==> config.mk <==
export PLATFORM = sky130hd
export DESIGN_NAME = playfair_cipher
export DESIGN_NICKNAME = d
export VERILOG_FILES = /design/src/rtl/plf_pkg.sv /design/src/rtl/plf_pairer.sv /design/src/rtl/plf_lookup.sv /design/src/rtl/plf_emitter.sv /design/src/rtl/playfair_cipher.sv
export SDC_FILE = /design/constraint.sdc
export NUM_CORES = 1
export LEC_CHECK = 0
export BUFFER_PORTS_ARGS = -buffer_cell sky130_fd_sc_hd__buf_2
export CELL_PAD_IN_SITES_DETAIL_PLACEMENT = 1
export CELL_PAD_IN_SITES_GLOBAL_PLACEMENT = 1
export CORE_MARGIN = 2
export CORE_UTILIZATION = 48
export DETAILED_ROUTE_END_ITERATION = 10
export GPL_TIMING_DRIVEN = 0
export PLACE_DENSITY = 0.84
export SYNTH_ARGS = -nofsm -noshare
export SYNTH_HDL_FRONTEND = slang
export SYNTH_SLANG_ARGS = --single-unit
==> constraint.sdc <==
create_clock -name clk -period 11.3 [get_ports clk]
set_clock_uncertainty 0.05 [all_clocks]
set_input_delay 2.26 -clock clk [delete_from_list [all_inputs] [get_ports clk]]
set_output_delay 2.26 -clock clk [all_outputs]
set_load 0.01 [all_outputs]
==> src/rtl/plf_pkg.sv <==
// Playfair cipher package: sizes, letter codes, digraph and result types,
// key square search. Used by every module of the playfair_cipher block.
package plf_pkg;

  localparam int GRID_SIZE = 5;
  localparam int CELLS     = GRID_SIZE * GRID_SIZE;
  localparam int LETTER_W  = 5;
  localparam int POS_W     = $clog2(GRID_SIZE);
  localparam int CELL_W    = $clog2(CELLS);
  localparam int HALF_W    = 60;
  localparam int CFG_IDX_W = 2;

  localparam logic [LETTER_W-1:0] LET_I = LETTER_W'(8);
  localparam logic [LETTER_W-1:0] LET_J = LETTER_W'(9);
  localparam logic [LETTER_W-1:0] LET_Q = LETTER_W'(16);
  localparam logic [LETTER_W-1:0] LET_X = LETTER_W'(23);
  localparam logic [LETTER_W-1:0] LET_Z = LETTER_W'(25);

  typedef enum logic [CFG_IDX_W-1:0] {
    CFG_DECRYPT = 2'd0,
    CFG_LOW     = 2'd1,
    CFG_MID     = 2'd2,
    CFG_LAST    = 2'd3
  } plf_cfg_idx_t;

  typedef logic [CELLS-1:0][LETTER_W-1:0] plf_square_t;

  typedef struct packed {
    logic [LETTER_W-1:0] a;
    logic [LETTER_W-1:0] b;
    logic                last;
  } plf_digraph_t;

  typedef struct packed {
    logic [LETTER_W-1:0] l0;
    logic [LETTER_W-1:0] l1;
    logic                last;
  } plf_result_t;

  typedef struct packed {
    logic [POS_W-1:0] row;
    logic [POS_W-1:0] col;
  } plf_pos_t;

  // First matching cell in cell order; row 0 column 0 when none matches.
  function automatic plf_pos_t find_pos(plf_square_t sq, logic [LETTER_W-1:0] letter);
    plf_pos_t p;
    p = '0;
    for (int r = GRID_SIZE - 1; r >= 0; r--) begin
      for (int c = GRID_SIZE - 1; c >= 0; c--) begin
        if (sq[r * GRID_SIZE + c] == letter) begin
          p.row = POS_W'(r);
          p.col = POS_W'(c);
        end
      end
    end
    return p;
  endfunction

  function automatic logic [POS_W-1:0] step_pos(logic [POS_W-1:0] v, logic dec);
    logic [POS_W-1:0] res;
    if (dec) begin
      res = (v == '0) ? POS_W'(GRID_SIZE - 1) : v - POS_W'(1);
    end else begin
      res = (v == POS_W'(GRID_SIZE - 1)) ? '0 : v + POS_W'(1);
    end
    return res;
  endfunction

endpackage

==> src/rtl/plf_pairer.sv <==
// Digraph former: J to I mapping, held letter, filler and pad insertion.
// Buffers up to two digraphs per item. Depends on plf_pkg.
module plf_pairer (
  input  logic                 clk,
  input  logic                 rst_n,
  input  logic                 in_valid,
  output logic                 in_ready,
  input  logic [4:0]           in_letter,
  input  logic                 in_last,
  output logic                 pair_valid,
  input  logic                 pair_ready,
  output plf_pkg::plf_digraph_t pair
);
  import plf_pkg::*;

  logic [LETTER_W-1:0] held_r, held_nxt;
  logic                held_vld_r, held_vld_nxt;
  plf_digraph_t        slot0_r, slot0_nxt, slot1_r, slot1_nxt;
  logic [1:0]          cnt_r, cnt_nxt;

  logic                take, accept;
  logic [LETTER_W-1:0] letter, pad, fill;
  plf_digraph_t        d0, d1;
  logic [1:0]          n;

  assign take       = pair_valid && pair_ready;
  assign pair_valid = (cnt_r != 2'd0);
  assign pair       = slot0_r;
  assign in_ready   = (cnt_r == 2'd0) || ((cnt_r == 2'd1) && take);
  assign accept     = in_valid && in_ready;

  always_comb begin
    letter       = (in_letter == LET_J) ? LET_I : in_letter;
    pad          = (letter == LET_Z) ? LET_X : LET_Z;
    fill         = (held_r == LET_X) ? LET_Q : LET_X;
    d0           = '0;
    d1           = '0;
    n            = 2'd0;
    held_nxt     = held_r;
    held_vld_nxt = held_vld_r;
    if (held_vld_r && (held_r != letter)) begin
      d0           = '{a: held_r, b: letter, last: in_last};
      n            = 2'd1;
      held_vld_nxt = 1'b0;
    end else if (held_vld_r) begin
      d0 = '{a: held_r, b: fill, last: 1'b0};
      if (in_last) begin
        d1           = '{a: letter, b: pad, last: 1'b1};
        n            = 2'd2;
        held_vld_nxt = 1'b0;
        held_nxt     = '0;
      end else begin
        n = 2'd1;
      end
    end else if (in_last) begin
      d0       = '{a: letter, b: pad, last: 1'b1};
      n        = 2'd1;
      held_nxt = '0;
    end else begin
      held_nxt     = letter;
      held_vld_nxt = 1'b1;
    end
  end

  always_comb begin
    slot0_nxt = slot0_r;
    slot1_nxt = slot1_r;
    cnt_nxt   = cnt_r;
    if (accept) begin
      slot0_nxt = d0;
      slot1_nxt = d1;
      cnt_nxt   = n;
    end else if (take) begin
      slot0_nxt = slot1_r;
      cnt_nxt   = cnt_r - 2'd1;
    end
  end

  always_ff @(posedge clk) begin
    if (!rst_n) begin
      held_r     <= '0;
      held_vld_r <= 1'b0;
      cnt_r      <= 2'd0;
    end else begin
      cnt_r <= cnt_nxt;
      if (accept) begin
        held_r     <= held_nxt;
        held_vld_r <= held_vld_nxt;
      end
    end
  end

  always_ff @(posedge clk) begin
    slot0_r <= slot0_nxt;
    slot1_r <= slot1_nxt;
  end

endmodule

==> src/rtl/plf_lookup.sv <==
// Key square translation of one digraph: cell search, row/column rule,
// cell readback. Combinational. Depends on plf_pkg.
module plf_lookup (
  input  plf_pkg::plf_square_t  square,
  input  logic                  decrypt,
  input  plf_pkg::plf_digraph_t pair,
  output plf_pkg::plf_result_t  res
);
  import plf_pkg::*;

  plf_pos_t          pa, pb, qa, qb;
  logic [CELL_W-1:0] ia, ib;

  always_comb begin
    pa = find_pos(square, pair.a);
    pb = find_pos(square, pair.b);
    qa = pa;
    qb = pb;
    if (pa.row == pb.row) begin
      qa.col = step_pos(pa.col, decrypt);
      qb.col = step_pos(pb.col, decrypt);
    end else if (pa.col == pb.col) begin
      qa.row = step_pos(pa.row, decrypt);
      qb.row = step_pos(pb.row, decrypt);
    end else begin
      qa.col = pb.col;
      qb.col = pa.col;
    end
    ia       = CELL_W'(qa.row) * CELL_W'(GRID_SIZE) + CELL_W'(qa.col);
    ib       = CELL_W'(qb.row) * CELL_W'(GRID_SIZE) + CELL_W'(qb.col);
    res.l0   = square[ia];
    res.l1   = square[ib];
    res.last = pair.last;
  end

endmodule

==> src/rtl/plf_emitter.sv <==
// Output register: holds one translated digraph and sends its two letters
// in order. Depends on plf_pkg.
module plf_emitter (
  input  logic                 clk,
  input  logic                 rst_n,
  input  logic                 res_valid,
  output logic                 res_ready,
  input  plf_pkg::plf_result_t res,
  output logic                 out_valid,
  input  logic                 out_ready,
  output logic [4:0]           out_letter,
  output logic                 out_last
);
  import plf_pkg::*;

  plf_result_t hold_r;
  logic        vld_r, vld_nxt;
  logic        phase_r, phase_nxt;
  logic        load;

  assign res_ready  = !vld_r || (phase_r && out_ready);
  assign load       = res_valid && res_ready;
  assign out_valid  = vld_r;
  assign out_letter = phase_r ? hold_r.l1 : hold_r.l0;
  assign out_last   = phase_r && hold_r.last;

  always_comb begin
    vld_nxt   = vld_r;
    phase_nxt = phase_r;
    if (load) begin
      vld_nxt   = 1'b1;
      phase_nxt = 1'b0;
    end else if (vld_r && out_ready) begin
      if (phase_r) begin
        vld_nxt = 1'b0;
      end else begin
        phase_nxt = 1'b1;
      end
    end
  end

  always_ff @(posedge clk) begin
    if (!rst_n) begin
      vld_r   <= 1'b0;
      phase_r <= 1'b0;
    end else begin
      vld_r   <= vld_nxt;
      phase_r <= phase_nxt;
    end
  end

  always_ff @(posedge clk) begin
    if (load) begin
      hold_r <= res;
    end
  end

endmodule

==> src/rtl/playfair_cipher.sv <==
// Playfair cipher top level: configuration registers, digraph former,
// key square lookup, output register. Depends on plf_pkg and submodules.
//
//   channel | direction | payload
//   in_     | slave     | tdata[4:0] letter_in, tlast last_in
//   out_    | master    | tdata[4:0] letter_out, tlast last_out
//   cfg_    | write     | index register number, data register value
//
// An item is registered in the former's buffer and its digraph then in the output
// register, from which it leaves as two letters in order; the output register
// takes the next digraph as the second letter leaves. A letter that is only held
// sends nothing. The former buffers two digraphs and takes a new item as its last
// one loads into the output register. Reset clears held letter, buffers and
// configuration; stalls back up to in_tready.
module playfair_cipher (
  input  logic                           clk,
  input  logic                           rst_n,
  input  logic                           in_tvalid,
  output logic                           in_tready,
  input  logic [7:0]                     in_tdata,   // [4:0] letter_in, [7:5] zero
  input  logic                           in_tlast,
  output logic                           out_tvalid,
  input  logic                           out_tready,
  output logic [7:0]                     out_tdata,  // [4:0] letter_out, [7:5] zero
  output logic                           out_tlast,
  input  logic                           cfg_valid,
  output logic                           cfg_ready,
  input  logic [plf_pkg::CFG_IDX_W-1:0]  cfg_index,
  input  logic [plf_pkg::HALF_W-1:0]     cfg_data
);
  import plf_pkg::*;

  logic                decrypt_r;
  logic [HALF_W-1:0]   low_r, mid_r;
  logic [LETTER_W-1:0] last_cell_r;
  plf_square_t         square;

  logic                pair_valid, pair_ready;
  plf_digraph_t        pair;
  plf_result_t         res;
  logic [LETTER_W-1:0] out_letter;

  assign cfg_ready = 1'b1;
  assign square    = {last_cell_r, mid_r, low_r};
  assign out_tdata = {3'b000, out_letter};

  always_ff @(posedge clk) begin
    if (!rst_n) begin
      decrypt_r   <= 1'b0;
      low_r       <= '0;
      mid_r       <= '0;
      last_cell_r <= '0;
    end else if (cfg_valid) begin
      case (plf_cfg_idx_t'(cfg_index))
        CFG_DECRYPT: decrypt_r   <= cfg_data[0];
        CFG_LOW:     low_r       <= cfg_data;
        CFG_MID:     mid_r       <= cfg_data;
        CFG_LAST:    last_cell_r <= cfg_data[LETTER_W-1:0];
        default:     decrypt_r   <= decrypt_r;
      endcase
    end
  end

  plf_pairer u_pairer (
    .clk        (clk),
    .rst_n      (rst_n),
    .in_valid   (in_tvalid),
    .in_ready   (in_tready),
    .in_letter  (in_tdata[LETTER_W-1:0]),
    .in_last    (in_tlast),
    .pair_valid (pair_valid),
    .pair_ready (pair_ready),
    .pair       (pair)
  );

  plf_lookup u_lookup (
    .square  (square),
    .decrypt (decrypt_r),
    .pair    (pair),
    .res     (res)
  );

  plf_emitter u_emitter (
    .clk        (clk),
    .rst_n      (rst_n),
    .res_valid  (pair_valid),
    .res_ready  (pair_ready),
    .res        (res),
    .out_valid  (out_tvalid),
    .out_ready  (out_tready),
    .out_letter (out_letter),
    .out_last   (out_tlast)
  );

endmodule
# ---- Word-level counts from Yosys, hierarchy flattened
# Cells that the tools add are included.
dict set report totals {
  ff_bits 169
  word_cells 226
  input_bits 76
  out_inout_bits 12
}
dict set report classes {
  muxes 97
  bitwise_logic 3
  reduce_logical 28
  n_eq_ne 65
  mul 2
  n_addsub 11
  n_lt_le_gt_ge 2
}
# op n
set op_table {}
lappend op_table {{$mux W6} 50}
lappend op_table {{$eq A5 B5 Y1} 50}
lappend op_table {{$mux W3} 21}
lappend op_table {{$mux W11} 5}
lappend op_table {{$bmux W5 S5} 2}
lappend op_table {{$mux W5} 7}
lappend op_table {{$add A3 B1 Y3 const B} 4}
lappend op_table {{$eq A3 B3 Y1 const B} 4}
lappend op_table {{$logic_not A3 Y1} 4}
lappend op_table {{$lt A5 B6 Y1 const B} 2}
lappend op_table {{$sub A3 B1 Y3 const B} 4}
lappend op_table {{$add A5 B3 Y5} 2}
lappend op_table {{$eq A5 B5 Y1 const B} 2}
lappend op_table {{$mul A3 B3 Y5 const B} 2}
lappend op_table {{$mux W2} 5}
lappend op_table {{$reduce_and A2 Y1} 5}
lappend op_table {{$reduce_bool A2 Y1} 4}
lappend op_table {{$logic_and A1 B1 Y1} 7}
lappend op_table {{$eq A3 B3 Y1} 2}
lappend op_table {{$mux W1} 6}
lappend op_table {{$eq A5 B4 Y1 const B} 1}
lappend op_table {{$ne A5 B5 Y1} 1}
lappend op_table {{$eq A2 B1 Y1 const B} 2}
lappend op_table {{$eq A2 B2 Y1 const B} 2}
lappend op_table {{other kinds (9)} 14}

# ---- Longest topological paths before layout
dict set report logic_depth {
  depth_word 35
  ltp_mapped 26
  depth_no_buf 23
}

# ---- Modules after synthesis
# From an unflattened synthesis, not the netlist that was laid out.
dict set report hier_totals {
  cells_unflattened 1597
  area_unflattened_um2 14134.8
}
# mod cells_each instances area_each_um2 seq_area_each_um2
set modules_own_cells {}
lappend modules_own_cells {plf_lookup 949 1 7355.8 0.0}
lappend modules_own_cells {playfair_cipher 483 1 4857.2 2522.4}
lappend modules_own_cells {plf_pairer 137 1 1425.1 730.7}
lappend modules_own_cells {plf_emitter 28 1 496.7 370.4}

# ---- Worst setup path before layout
# No wires, ideal clock.
dict set report synth_timing {
  path_type {register to register}
  startpoint {register u_pairer.slot0_r, in the netlist u_pairer.pair[3]}
  endpoint {register u_emitter.hold_r[10] (netlist bit) (data pin)}
  slack_ns 5.555
  arrival_ns 5.435
  n_path_buf 3
  setup_ns 0.260
  stages_incl_launch_ff 20
  period_less_slack_ns 5.745
  required_time_ns 10.990
  path_cell_list {edfxtp_1 buf_6 buf_12 buf_12 xor2_2 nor3_1 nand3_1 or3b_1 nor2b_1 a211oi_2 xor2_1 nor4_4 mux2_4 ha_1 ha_1 inv_1 fa_1 xor2_1 mux4_2 mux2_4}
}
# element line_no
set synth_rtl {}
lappend synth_rtl {{start, declared} plf_pairer.sv:18} ;# plf_digraph_t slot0_r, slot0_nxt, slot1_r, slot1_nxt;
lappend synth_rtl {{start signal, assigned} plf_pairer.sv:94} ;# slot0_r <= slot0_nxt;
lappend synth_rtl {{end signal, assigned} plf_emitter.sv:54} ;# hold_r <= res;
lappend synth_rtl {{end, declared} plf_emitter.sv:16} ;# plf_result_t hold_r;

==> impl_metrics.json <==
{
  "status": "completed",
  "hold_path.class": "flop to flop",
  "via_per_inst": 6.09,
  "hpwl_mm": 38.9,
  "die_h_um": 171,
  "final_max_slew_viol_count": 0,
  "synth_cell_types": 72,
  "synth.avg_cell_area_sq_um": 9.23,
  "synth-compound-area-share_pct": 11.4,
  "area_growth_pct": 10.8,
  "worst-r2r-cell-count": 20,
  "drive_above_1_share_pct": 17.2,
  "end_kind": "flop",
  "ff2ff_setup_slack_ns": 3.49,
  "yosys.area_share.simple_pct": 17.6,
  "vias": 11841,
  "syn_area_sq_mm": 0.0134,
  "rr_endpoint": "u_emitter.hold_r[2]",
  "synth.top_cell.area_share_pct": 20.3,
  "cts_sinks": 166,
  "drt_pass1_iterations": 5,
  "synth.area.top_cells": "dfxtp_1 (20%), mux4_2 (12%), xnor2_1 (9.4%), xor2_1 (8.2%), nand2_1 (8.0%)",
  "root_buffer": "clkbuf_16",
  "core-area_sq_mm": 0.0276,
  "port-buffer-count": 78,
  "drc": 0,
  "synth_top_cell_by_area": "dfxtp_1",
  "grt_first_pass_wirelength_mm": 74.5,
  "drt-initial-drc-count": 1208,
  "crit_arrival_ns": 7.96,
  "slew_headroom_pct": 21.6,
  "track_usage_pct": 34.7,
  "cts_setup_buffers": 0,
  "tightestPinTransition_ns": 1.17,
  "die_x_um": 171,
  "synth_edf_count": 30,
  "tns_ns": 0,
  "grt_overflow_total": 0,
  "clk_latency_ns": 0.46,
  "cp.required_ns": 11.45,
  "synthMuxAreaShare_pct": 16.0,
  "synth_seq_cells": 166,
  "yosys_warnings": 0,
  "cts-resized-gates": 0,
  "hp-start": "u_pairer.pair[0]",
  "ys_top_cells_by_count": "nand2_1 (285), xnor2_1 (144), dfxtp_1 (136)",
  "cts_buffers": 17,
  "async_flop_share_pct": 0,
  "clk_pin_slew_ns": 0.08,
  "drtAntennaViolNets": 0,
  "rsz0062_at_grt": "false",
  "cts_tree": "done",
  "antenna_found_initial": 2,
  "fmax_mhz": 128,
  "start_util_pct": 48.5,
  "gp_congestion": 1.05,
  "cap_violations": 0,
  "critPathLaunchType": "flop",
  "holdWs_ns": 0.389,
  "pin_count": 88,
  "fp.dieArea_sq_mm": 0.0292,
  "clock_path_buffers": 2,
  "ys_seq_area_share_pct": 27.1,
  "rows": 61,
  "whs_path_depth": 0,
  "grt_start_max_net_pins": 18,
  "wl_mm": 49.8,
  "post-route-min-period_ns": 7.81,
  "synthFlopType": "dfxtp_1",
  "rr_startpoint": "u_pairer.pair[3]",
  "synth_xor_xnor_area_share_pct": 18.4,
  "syn_inst": 1451,
  "crit_type": "flop to flop",
  "hold_violations": 0,
  "cts_hold_buf": 0,
  "synthAdderAreaFrac_pct": 3.48,
  "grt_pass1_vias": 12163,
  "h-tree-depth": 4,
  "fin_nets": 1663,
  "hold_end": "u_emitter.hold_r[0]",
  "routedWlPerCell_um": 25.6,
  "synthMostInstantiatedCell": "nand2_1",
  "critical_path.max_fanout": 10,
  "synth_top_family_by_area": "XOR/XNOR gates",
  "finalCritPeriodShare_pct": 69.1,
  "nFillCells": 3257,
  "setup_viol": 0
}
[critical path: stages, from the launching register on]
cell      delay [ns]
edfxtp_1        0.38
buf_6           0.17
buf_12          0.16
buf_12          0.16
xnor2_1         0.15
nand3_1         0.09
nor3_1          0.57
or2_2           0.25
a21o_1          0.09
nand3_1         0.10
a211oi_2        0.65
xor2_1          0.22
nor4_4          0.61
o21ai_0         0.28
ha_1            0.49
buf_1           0.74
clkbuf_1        0.80
mux4_2          0.61
mux2i_1         0.48
o21ai_0         0.19
mux2_4          0.29
[how the worst max path moves through the flow]
| stage | from | endpoint | slack (ns) |
|---|---|---|---|
| finish | u_pairer.pair[3] | u_emitter.hold_r[2] | 3.49 |
| global route | u_pairer.pair[6] | u_emitter.hold_r[2] | 3.18 |
| CTS | u_pairer.pair[6] | u_emitter.hold_r[2] | 3.74 |
| detailed placement | u_pairer.pair[3] | u_emitter.hold_r[2] | 3.75 |
| global placement | u_pairer.pair[6] | u_emitter.hold_r[2] | 3.92 |
| floorplan | u_pairer.pair[3] | u_emitter.hold_r[10] | 5.56 |
[cell usage in the layout, fill, tap and decap left out, drive strengths merged, types with 13 or more instances in the layout]
cell type,count
mux2i,21
nor2b,13
nand2,286
dfxtp,136
o21ai,32
mux2,19
xor2,129
nor3,60
mux4,74
xnor2,146
buf,117
nand3,62
inv,32
ha,34
edfxtp,30
a21boi,125
nor2,44
a21oi,25
clkbuf,78
[state kept, by name, summed over array words and instances, names as in the netlist]
signal               flops
decrypt_r                1
last_cell_r              5
low_r                   60
mid_r                   60
u_emitter.hold_r        11
u_emitter.out_valid      1
u_emitter.phase_r        1
u_pairer.cnt_r           2
u_pairer.held_r          5
u_pairer.held_vld_r      1
u_pairer.pair           11
u_pairer.slot1_r         8
[per-stage QoR]
step | cells | instance area, sq um | utilization (%) | setup slack, ns
CTS | 1941 | 14800 | 53.7 | 3.74
global route | 1941 | 14800 | 53.7 | 3.18
global placement | 1909 | 14300 | 51.6 | 3.92
detailed placement | 1910 | 14300 | 51.7 | 3.75
floorplan | 1453 | 13400 | - | 5.56
finish | 1944 | 14800 | 53.7 | 3.49
[routing by layer]
metal  track usage, %  part of all wire [%]
met5                0                 0.026
met4             19.3                   6.0
met3             6.69                   8.8
met2             55.9                    45
met1             43.8                    40
[cell type report]
| class | instances | area, sq um | area share [%] |
|---|---|---|---|
| Clock buffer | 17 | 425 | 2.87 |
| Inverter | 29 | 109 | 0.733 |
| Timing Repair Buffer | 79 | 405 | 2.73 |
| Clock inverter | 14 | 129 | 0.868 |
| Buffer | 99 | 687 | 4.63 |
| Multi-Input combinational cell | 1159 | 8980 | 60.5 |
| Tap cell | 378 | 473 | 3.19 |
| Antenna cell | 3 | 7.51 | 0.0506 |
| Sequential cell | 166 | 3620 | 24.4 |
[cells by family after synthesis]
kind of cell,Yosys count
adders and majority gates,36
xor gates and xnor gates,275
buffers and inverters,128
AOI/OAI and AO/OA,216
muxes,114
other,2
DFF,166
and+or+nand+nor,514
Power is left out: the tool's default activity adds up to more than one toggle a clock period on the data nets, which glitch-free logic cannot reach.
